===== src/rtl/amq_pkg.sv =====
// ----------------------------------------------------------------------------
// amq_pkg: shared types and constants for the absmax int8 quant scale block
// Float constants, controller/datapath command and status structs.
// ----------------------------------------------------------------------------
package amq_pkg;

  localparam logic [31:0] OneBits  = 32'h3F80_0000;
  localparam logic [31:0] TinyBits = 32'h33D6_BF95; // 1e-7f
  localparam logic [23:0] SigN127  = 24'hFE_0000;   // 127.0 significand
  localparam int unsigned QuoW     = 27;            // 24 bits + guard + round + extra
  localparam int unsigned CntW     = 5;
  localparam int unsigned DqSteps  = 5;             // shift-add steps, times (2^42-1)/127
  localparam int unsigned AccW     = 69;            // 33-bit dividend times 36-bit factor

  typedef struct packed {
    logic merge;   // merge input word into running max
    logic start;   // load divider operands from running max
    logic step;    // one quotient bit for 127/max, and in the first DqSteps steps one shift-add for max/127
    logic finish;  // round and load output register
    logic clr;     // running max back to +0.0
  } amq_cmd_t;

  typedef struct packed {
    logic div_done;
  } amq_sts_t;

endpackage


===== src/rtl/absmax_int8_quant_scale.sv =====
// Result: a last word's scales appear after operand load, 27 divide steps, one done
// check and rounding; other words give no result.
// Input: one word per cycle within a group; after a last word the input stalls
// through the divide and rounding, and longer while the previous result is still stalled.
// Reset: asynchronous active low; running maximum returns to +0.0, no result pending.
// ----------------------------------------------------------------------------
// absmax_int8_quant_scale: int8 absmax quantization scale
// Running maxNum over binary32 words, then 127/max and max/127 per group.
// ----------------------------------------------------------------------------
module absmax_int8_quant_scale (
  input  logic        clk_i,
  input  logic        rst_ni,
  input  logic        in_valid_i,
  output logic        in_stall_o,
  input  logic [31:0] partial_max_i,
  input  logic        last_i,
  output logic        out_valid_o,
  input  logic        out_stall_i,
  output logic [31:0] qscale_o,
  output logic [31:0] dqscale_o
);

  amq_pkg::amq_cmd_t cmd;
  amq_pkg::amq_sts_t sts;

  amq_ctrl u_ctrl (
    .clk_i, .rst_ni, .in_valid_i, .in_stall_o, .last_i,
    .out_valid_o, .out_stall_i, .cmd_o(cmd), .sts_i(sts)
  );

  amq_dp u_dp (
    .clk_i, .rst_ni, .cmd_i(cmd), .sts_o(sts), .partial_max_i,
    .qscale_o, .dqscale_o
  );

endmodule


===== src/rtl/amq_dp.sv =====
// ----------------------------------------------------------------------------
// amq_dp: datapath
// Running maxNum, restoring divider for 127/max, shift-add reciprocal of 127
// for max/127, rounding.
// ----------------------------------------------------------------------------
module amq_dp (
  input  logic                clk_i,
  input  logic                rst_ni,
  input  amq_pkg::amq_cmd_t   cmd_i,
  output amq_pkg::amq_sts_t   sts_o,
  input  logic [31:0]         partial_max_i,
  output logic [31:0]         qscale_o,
  output logic [31:0]         dqscale_o
);

  localparam logic [amq_pkg::CntW-1:0] HornerEnd =
    amq_pkg::CntW'(amq_pkg::QuoW - amq_pkg::DqSteps);

  logic [31:0] max_q, max_d;
  logic        in_nan, in_gt;
  logic        spec_q;          // tiny or inf max, no division needed
  logic [31:0] spec_q_val_q, spec_d_val_q;
  logic [8:0]  qexp_q, dexp_q;  // biased result exponents (signed-ish, 9 bits)
  logic [24:0] qrem_q;
  logic [23:0] msig_q;
  logic [amq_pkg::QuoW-1:0] qquo_q, dquo_q;
  logic [amq_pkg::AccW-1:0] dacc_q;
  logic [amq_pkg::AccW-1:0] dnum;
  logic                     dstk_q;
  logic [amq_pkg::QuoW-1:0] dq_est;
  logic [7:0]               dq_res;
  logic                     dq_exact;
  logic [amq_pkg::CntW-1:0] cnt_q;
  logic [31:0] qs_q, ds_q;

  assign in_nan = (partial_max_i[30:23] == 8'hFF) && (partial_max_i[22:0] != 23'd0);
  // max is >= +0.0 so an ordered compare on magnitude bits works for positives
  assign in_gt  = !partial_max_i[31] && (partial_max_i[30:0] > max_q[30:0]);

  always_comb begin
    max_d = max_q;
    if (cmd_i.clr) begin
      max_d = '0;
    end else if (cmd_i.merge && !in_nan && in_gt) begin
      max_d = partial_max_i;
    end
  end

  // operand prep
  logic        m_tiny, m_inf;
  logic [23:0] m_sig;
  logic [8:0]  m_exp;
  assign m_tiny = max_q[30:0] < amq_pkg::TinyBits[30:0];
  assign m_inf  = max_q[30:23] == 8'hFF;
  always_comb begin
    if (max_q[30:23] == 8'd0) begin
      m_sig = {1'b0, max_q[22:0]};
      m_exp = 9'd1;
    end else begin
      m_sig = {1'b1, max_q[22:0]};
      m_exp = {1'b0, max_q[30:23]};
    end
  end

  // max/127: n = sig << 9, floor(n*(2^42-1)/127 >> 42) is floor(n/127) or one less;
  // it is one less exactly when 127 divides n, seen from the low byte of n - 127*est
  assign dnum     = amq_pkg::AccW'({msig_q, 9'd0});
  assign dq_est   = dacc_q[amq_pkg::AccW-1 -: amq_pkg::QuoW];
  assign dq_res   = dq_est[7:0] - {dq_est[0], 7'd0};
  assign dq_exact = (dq_res == 8'h7F);

  // rounding: quotient has 27 bits, msb at 26 or 25
  function automatic logic [31:0] amq_round(input logic [amq_pkg::QuoW-1:0] quo,
                                            input logic sticky,
                                            input logic [8:0] e);
    logic [23:0] sig;
    logic        g, s;
    logic [8:0]  ex;
    logic [24:0] r;
    if (quo[26]) begin
      sig = quo[26:3]; g = quo[2]; s = |quo[1:0] | sticky; ex = e;
    end else begin
      sig = quo[25:2]; g = quo[1]; s = quo[0] | sticky; ex = e - 9'd1;
    end
    r = {1'b0, sig} + {24'd0, g & (s | sig[0])};
    if (r[24]) begin
      ex = ex + 9'd1;
      r  = r >> 1;
    end
    return {1'b0, ex[7:0], r[22:0]};
  endfunction

  always_ff @(posedge clk_i or negedge rst_ni) begin
    if (!rst_ni) begin
      max_q <= '0;
      cnt_q <= '0;
    end else begin
      max_q <= max_d;
      if (cmd_i.start) begin
        cnt_q <= amq_pkg::CntW'(amq_pkg::QuoW);
      end else if (cmd_i.step && cnt_q != '0) begin
        cnt_q <= cnt_q - 1'b1;
      end
    end
  end

  always_ff @(posedge clk_i) begin
    if (cmd_i.start) begin
      spec_q <= m_tiny || m_inf;
      spec_q_val_q <= m_tiny ? amq_pkg::OneBits : 32'h0000_0000;
      spec_d_val_q <= m_tiny ? amq_pkg::OneBits : 32'h7F80_0000;
      msig_q <= m_sig;
      // 127/m: exponent 133-e+127 ; quo msb weight 2^(ea-eb), at bit 26 -> +0
      qexp_q <= 9'd133 - m_exp + 9'd127;
      dexp_q <= m_exp - 9'd133 + 9'd127;
      qrem_q <= {1'b0, amq_pkg::SigN127};
      qquo_q <= '0;
      dacc_q <= amq_pkg::AccW'({m_sig, 9'd0});
      dquo_q <= '0;
      dstk_q <= 1'b0;
    end else if (cmd_i.step && cnt_q != '0) begin
      if (qrem_q >= {1'b0, msig_q}) begin
        qrem_q <= (qrem_q - {1'b0, msig_q}) << 1;
        qquo_q <= {qquo_q[amq_pkg::QuoW-2:0], 1'b1};
      end else begin
        qrem_q <= qrem_q << 1;
        qquo_q <= {qquo_q[amq_pkg::QuoW-2:0], 1'b0};
      end
      if (cnt_q > HornerEnd) begin
        dacc_q <= (dacc_q << 7) + dnum;
      end
      if (cnt_q == amq_pkg::CntW'(1)) begin
        dquo_q <= dq_est + amq_pkg::QuoW'(dq_exact);
        dstk_q <= !dq_exact;
      end
    end
    if (cmd_i.finish) begin
      if (spec_q) begin
        qs_q <= spec_q_val_q;
        ds_q <= spec_d_val_q;
      end else begin
        qs_q <= amq_round(qquo_q, qrem_q != '0, qexp_q);
        ds_q <= amq_round(dquo_q, dstk_q, dexp_q);
      end
    end
  end

  assign sts_o.div_done = (cnt_q == '0);
  assign qscale_o       = qs_q;
  assign dqscale_o      = ds_q;

endmodule


===== src/rtl/amq_ctrl.sv =====
// ----------------------------------------------------------------------------
// amq_ctrl: controller
// Accepts words, sequences the divide on a last word, owns the output handshake.
// ----------------------------------------------------------------------------
module amq_ctrl (
  input  logic              clk_i,
  input  logic              rst_ni,
  input  logic              in_valid_i,
  output logic              in_stall_o,
  input  logic              last_i,
  output logic              out_valid_o,
  input  logic              out_stall_i,
  output amq_pkg::amq_cmd_t cmd_o,
  input  amq_pkg::amq_sts_t sts_i
);

  typedef enum logic [1:0] {ST_IDLE, ST_START, ST_DIV, ST_FIN} state_e;

  state_e state_q;
  logic   out_valid_q;
  logic   in_acc;

  assign in_stall_o = (state_q != ST_IDLE);
  assign in_acc     = in_valid_i && (state_q == ST_IDLE);

  always_comb begin
    cmd_o        = '0;
    cmd_o.merge  = in_acc;
    cmd_o.start  = (state_q == ST_START);
    cmd_o.step   = (state_q == ST_DIV);
    cmd_o.finish = (state_q == ST_FIN) && !(out_valid_q && out_stall_i);
    cmd_o.clr    = cmd_o.finish;
  end

  always_ff @(posedge clk_i or negedge rst_ni) begin
    if (!rst_ni) begin
      state_q     <= ST_IDLE;
      out_valid_q <= 1'b0;
    end else begin
      if (cmd_o.finish) begin
        out_valid_q <= 1'b1;
      end else if (out_valid_q && !out_stall_i) begin
        out_valid_q <= 1'b0;
      end
      unique case (state_q)
        ST_IDLE:  if (in_acc && last_i) state_q <= ST_START;
        ST_START: state_q <= ST_DIV;
        ST_DIV:   if (sts_i.div_done) state_q <= ST_FIN;
        ST_FIN: begin
          if (cmd_o.finish) begin
            state_q <= ST_IDLE;
          end
        end
        default:  state_q <= ST_IDLE;
      endcase
    end
  end

  assign out_valid_o = out_valid_q;

endmodule


===== config.mk =====
export PLATFORM = sky130hd
export DESIGN_NAME = absmax_int8_quant_scale
export DESIGN_NICKNAME = d
export VERILOG_FILES = /design/src/rtl/amq_pkg.sv /design/src/rtl/absmax_int8_quant_scale.sv /design/src/rtl/amq_dp.sv /design/src/rtl/amq_ctrl.sv
export SDC_FILE = /design/constraint.sdc
export NUM_CORES = 1
export LEC_CHECK = 0
export BUFFER_PORTS_ARGS = -buffer_cell sky130_fd_sc_hd__buf_2
export CORE_MARGIN = 8
export CORE_UTILIZATION = 52
export DETAILED_ROUTE_END_ITERATION = 16
export GPL_ROUTABILITY_DRIVEN = 0
export PLACE_DENSITY = 0.7
export SLEW_MARGIN = 20
export SYNTH_ARGS = -nofsm -noshare
export SYNTH_HDL_FRONTEND = slang
export SYNTH_HIERARCHICAL = 1
export SYNTH_SLANG_ARGS = --single-unit

===== constraint.sdc =====
create_clock -name clk_i -period 4.9 [get_ports clk_i]
set_input_delay 0 -clock clk_i [delete_from_list [all_inputs] [get_ports clk_i]]
set_output_delay 0 -clock clk_i [all_outputs]
set_load 0.01 [all_outputs]

== Yosys cells after proc, flatten, opt, wreduce, memory -nomap -nowiden ==
Cells that the tools add are included.

* Register bits: 352
* Input bits: 37

* Add/sub/neg operators: 15
* Magnitude comparators: 4
* Multiplexer cells: 49
* Reduce and logical (&&, ||, !) cells: 33
* Equality and inequality tests: 10
* Bitwise gates (word level): 8

{| class="wikitable"
|+ Operator list
! cell !! number
|-
| $mux 24 || 7
|-
| $mux 31 || 5
|-
| $mux 33 || 3
|-
| $mux 8 || 9
|-
| $add 69x33->69 || 1
|-
| $add 24x1->25 || 2
|-
| $mux 23 || 2
|-
| $gt 31x31->1 || 1
|-
| $lt 31x30->1 const B || 1
|-
| $mux 30 || 1
|-
| $add 27x1->27 || 1
|-
| $ge 25x24->1 || 1
|-
| $mux 25 || 1
|-
| $reduce_bool 25->1 || 1
|-
| $sub 24x24->24 || 1
|-
| $reduce_bool 23->1 || 1
|-
| $add 8x1->8 const B || 2
|-
| $add 8x7->8 const B || 2
|-
| $eq 8x8->1 const B || 2
|-
| $sub 8x1->8 const B || 2
|-
| $mux 1 || 15
|-
| $logic_and 1x1->1 || 10
|-
| $mux 5 || 2
|-
| $reduce_bool 2->1 || 5
|-
| other kinds (23) || 41
|}

== Longest topological paths before layout ==
* Depth in word-level cells: 10
* Gate-level depth with buffers: 17
* Mapped depth without buffers: 11

== Cells and area by module ==
Netlist, hierarchy kept.

{| class="wikitable"
|+ Modules (own cells, without submodules)
! module !! instances !! area each (µm²) !! sequential area each (µm²) !! cells each
|-
| amq_dp || 1 || 17267.8 || 7046.8 || 1940
|-
| amq_ctrl || 1 || 255.2 || 75.1 || 23
|}

== Least setup slack after synthesis ==
OpenSTA, ideal clock, no wires.

* Path kind: reg-to-reg
* Start point: register u_dp/qquo_q[26] in the netlist's numbering
* End point: register u_dp.qs_q[29], in the netlist u_dp/qscale_o[29], data pin
* Clock period less this slack: 3.849 ns
* Arrival: 3.585 ns
* Stages on the path, launching flop included: 16
* Path slack: 1.051 ns
* Setup time: 0.263 ns
* Cell sequence: dfxtp_1 -> buf_4 -> clkbuf_1 -> clkbuf_1 -> clkbuf_1 -> buf_1 -> mux2_2 -> ha_1 -> nand2_1 -> nor4_4 -> nand4_4 -> or4_4 -> o21ai_1 -> o21ai_1 -> xnor2_1 -> o21ai_1

* Longest elaborated chain between the ends: 8
* Elaborated cells on any way between the ends: 18
* Those cells by class: add/sub: 2; mux: 14; bitwise: 2

{| class="wikitable"
|+ Ends and longest elaborated chain
! item !! RTL line !! source
|-
| from (decl) || amq_dp.sv:26 || <nowiki>logic [amq_pkg::QuoW-1:0] qquo_q, dquo_q;</nowiki>
|-
| from (signal assigned) || amq_dp.sv:124 || <nowiki>qquo_q <= {qquo_q[amq_pkg::QuoW-2:0], 1'b1};</nowiki>
|-
| from (signal assigned) || amq_dp.sv:127 || <nowiki>qquo_q <= {qquo_q[amq_pkg::QuoW-2:0], 1'b0};</nowiki>
|-
| $mux 1 or $mux 24 (tied branches) || amq_dp.sv:80 || <nowiki>if (quo[26]) begin</nowiki>
|-
| $mux 1 or $mux 24 (tied branches) || amq_dp.sv:138 || <nowiki>if (spec_q) begin</nowiki>
|-
| $mux 1 or $mux 24 (tied branches) || amq_dp.sv:137 || <nowiki>if (cmd_i.finish) begin</nowiki>
|-
| $or 1x1->1 || amq_dp.sv:85 || <nowiki>r = {1'b0, sig} + {24'd0, g & (s | sig[0])};</nowiki>
|-
| $and 1x1->1 || amq_dp.sv:85 ||
|-
| $add 24x1->25 || amq_dp.sv:85 ||
|-
| $mux 8 (*) || amq_dp.sv:86 || <nowiki>if (r[24]) begin</nowiki>
|-
| $mux 31 (*) || amq_dp.sv:138 ||
|-
| to (signal assigned) || amq_dp.sv:139 || <nowiki>qs_q <= spec_q_val_q;</nowiki>
|-
| to (signal assigned) || amq_dp.sv:142 || <nowiki>qs_q <= amq_round(qquo_q, qrem_q != '0, qexp_q);</nowiki>
|-
| to (decl) || amq_dp.sv:34 || <nowiki>logic [31:0] qs_q, ds_q;</nowiki>
|}

Mark *: on every way between the ends. The rest lies on a longest branch, timed or not. The select of a mux whose other input is x is not followed.
A chain may end at the register's enable or synchronous reset.

== Worst setup path in the final report ==
* Start point: register u_dp.msig_q[7]
* End point: register u_dp/dacc_q[44] in the netlist's numbering

* Longest elaborated chain between the ends: 1

{| class="wikitable"
|+ Ends and longest elaborated chain
! item !! RTL line !! source
|-
| from (decl) || amq_dp.sv:25 || <nowiki>logic [23:0] msig_q;</nowiki>
|-
| from (signal assigned) || amq_dp.sv:112 || <nowiki>msig_q <= m_sig;</nowiki>
|-
| $add 69x33->69 || amq_dp.sv:130 || <nowiki>dacc_q <= (dacc_q << 7) + dnum;</nowiki>
|-
| to (signal assigned) || amq_dp.sv:118 || <nowiki>dacc_q <= amq_pkg::AccW'({m_sig, 9'd0});</nowiki>
|-
| to (signal assigned) || amq_dp.sv:130 ||
|-
| to (decl) || amq_dp.sv:27 || <nowiki>logic [amq_pkg::AccW-1:0] dacc_q;</nowiki>
|}

No other way between the ends.

==> results.ini <==
[hold_path]
hold_end=u_dp/max_q[1]
hold-path-cell-count=5
hp-class=input pin to flop
min-delay-start=partial_max_i[31]

[synthesis]
seq_area_frac_synth_pct=40.6
yosysTopAreaCell=edfxtp_1
synthDistinctLibCells=83
syn_inst=1963
synth_top_area_share_pct=21.9
synth_edf_count=128
synth.avg_cell_area_um2=8.93
async_reset_ff_share_pct=13.8
synthFlopType=edfxtp_1
ys_ff_latch=282
synth_top_cells_by_area=edfxtp_1, dfxtp_1, ha_1
syn_area_um2=17500
yosysWarnings=6

[sta]
slew-limit-headroom_pct=25.1
timing.fmax_ghz=0.273
rsz0062_at_grt=no
tightest_slew_ns=1.12
whs_ns=0.0597
skew_ns=0.0213
finalCriticalPeriod_ns=3.67
drv_slew=0
setup_viol=0
fin_crit_sh_pct=74.9
fin_setup_tns_ns=0
hold_viol_final=0

[floorplanning]
rows=67
ioPinCount=103
coreArea_um2=33400
start_util_pct=52.5
die-area_um2=39800
die_y_um=200
dieWidth_um=200

[drt]
drcViolationCount=0
via_per_inst=5.82
totalWireLength_mm=42.3
vias=14600
drt_first_iter_violations=1001
drt-wirelength-per-cell_um=16.9
antenna_left=0
dr.pass1.iters=5

[clock_network]
clockBufferDepth=3
insertion_delay_ns=0.57
cts_sinks=282
cts_tree=yes
clkTransAtPathRegs_ns=0.06
htreeDepth=1
holdBufCountCts=35
cts_made_buffers=31
cts_resized=0
post_cts.repair.setup_buffers=0
clock-root-buffer=clkbuf_16

[global_routing]
track_usage_pct=21.0
grt_pass1_wl_mm=69.8
antenna_found_initial=0
grt_pass1_vias=14100
grt_max_degree=105
overflow=0

[critical_path]
reg2reg_slack_ns=1.23
r2r_start=u_dp/msig_q[7]
crit_type=flop to flop
critPathRequiredTime_ns=5.38
critPathMaxFanout=12
arrival_ns=4.15
ff2ff_path_depth=10
end_kind=flop
r2r_end=u_dp/dacc_q[44]
startpoint_type=flop

[placement]
dp_cells=2411
placed_cell_area_um2=18300
dp_hpwl_mm=30.0
portBuffers=100

[power_and_ir_drop]
ir_worst_vdd_mv=0.629
powerDensity_nw_per_um2=638
p_leak_nw=7.23

[cells_and_area]
multiInputGateArea_um2=9560
area_growth_syn_to_layout_pct=11.9
nFillCells=2942
drive_gt1_share_pct=10.5
finalNonFillerCells=2504
num_antenna_cells=0
nNetsFinal=2162
final_core_util_pct=58.8
ff_latch_area_um2=7120
fin_area_um2=19600

[job]
max_cap_violations=0

[outcome]
status=finished clean

==> flip-flops by register name (all words and copies together), names as in the netlist, 2 cells and up <==
signal,flops
u_ctrl/state_q,2
u_dp/cnt_q,5
u_dp/dacc_q,60
u_dp/dexp_q,7
u_dp/dqscale_o,31
u_dp/dquo_q,27
u_dp/max_q,31
u_dp/msig_q,24
u_dp/qexp_q,8
u_dp/qquo_q,27
u_dp/qrem_q,24
u_dp/qscale_o,31
==> layout by cell type (no fill, tap or decap), drive strengths merged, types with 58 or more instances in the layout <==
| cell | n |
|---|---|
| xor2 | 58 |
| edfxtp | 128 |
| mux2i | 62 |
| a211oi | 70 |
| xnor2 | 82 |
| ha | 92 |
| inv | 109 |
| nand2 | 202 |
| o21ai | 119 |
| a21oi | 152 |
| nor2 | 180 |
| buf | 116 |
| dfxtp | 115 |
==> report_power, final <==
group	internal (mW)	switching (mW)
Clock	1.26	0.971
Sequential	3.59	0.811
Combinational	2.33	3.55
Total	7.18	5.33
==> cells by family after synthesis <==
family / synth area share (%)
xor gates and xnor gates: 7.00
AOI/OAI and AO/OA: 18.0
and+or+nand+nor: 18.0
other: 0.0214
adders and majority gates: 6.80
buffers and inverters: 5.01
DFF: 40.6
muxes: 4.59
==> synthesized netlist by cell type, types with 18 or more instances <==
master / n
a211oi_1: 69
a21o_1: 34
a21oi_1: 151
a31oi_1: 21
clkbuf_1: 95
dfrtp_1: 39
dfxtp_1: 115
edfxtp_1: 128
ha_1: 92
inv_1: 106
mux2i_1: 61
nand2_1: 202
nand3_1: 53
nand4_1: 34
nor2_1: 180
nor3_1: 34
nor4_1: 28
o211ai_1: 18
o21ai_0: 109
xnor2_1: 82
xor2_1: 58
==> critical path, cell delays in order, from the launching register on <==
cell	delay [ns]
edfxtp_1	0.40
ha_1	0.26
fa_1	0.43
a211oi_1	0.31
o21bai_1	0.15
o21ai_1	0.24
a31oi_1	0.21
o211ai_1	0.92
a21boi_0	0.27
xnor2_1	0.18
a211oi_1	0.22
==> worst max-delay path by stage <==
stage               depth (start not counted)  slack, ns       startpoint           endpoint
floorplan                                  15       1.05  u_dp/qquo_q[26]  u_dp/qscale_o[29]
global placement                           10       1.31   u_dp/msig_q[7]    u_dp/dacc_q[44]
detailed placement                         10       1.29   u_dp/msig_q[7]    u_dp/dacc_q[40]
CTS                                        10       1.24   u_dp/msig_q[7]    u_dp/dacc_q[40]
global route                               10       0.99   u_dp/msig_q[7]    u_dp/dacc_q[40]
finish                                     10       1.23   u_dp/msig_q[7]    u_dp/dacc_q[44]
==> layer usage <==
| metal | track usage (%) | part of all wire (%) | vias to the layer above |
|---|---|---|---|
| met3 | 3.01 | 5.9 | 93 |
| met4 | 6.32 | 2.7 | 0 |
| met2 | 35.2 | 47 | 443 |
| li1 | - | - | 7226 |
| met1 | 27.8 | 45 | 6814 |
| met5 | 0 | 0 | - |
==> area by class of cell <==
class	count	share of cell area (%)
clock buffer	38	4.24
clock inverter	20	0.740
inverter	107	2.05
multi-input combinational	1458	48.8
sequential	282	36.3
tap	448	2.86
timing repair buffer	151	5.03
==> through the flow <==
stage	power (mW)	setup WS [ns]
2_1_floorplan	8.67	1.05
3_3_place_gp	10.1	1.31
3_5_place_dp	10.2	1.29
4_1_cts	12.5	1.24
5_1_grt	13.5	0.986
6_report	12.5	1.23
No activity file was read; power rests on OpenSTA's default activity.
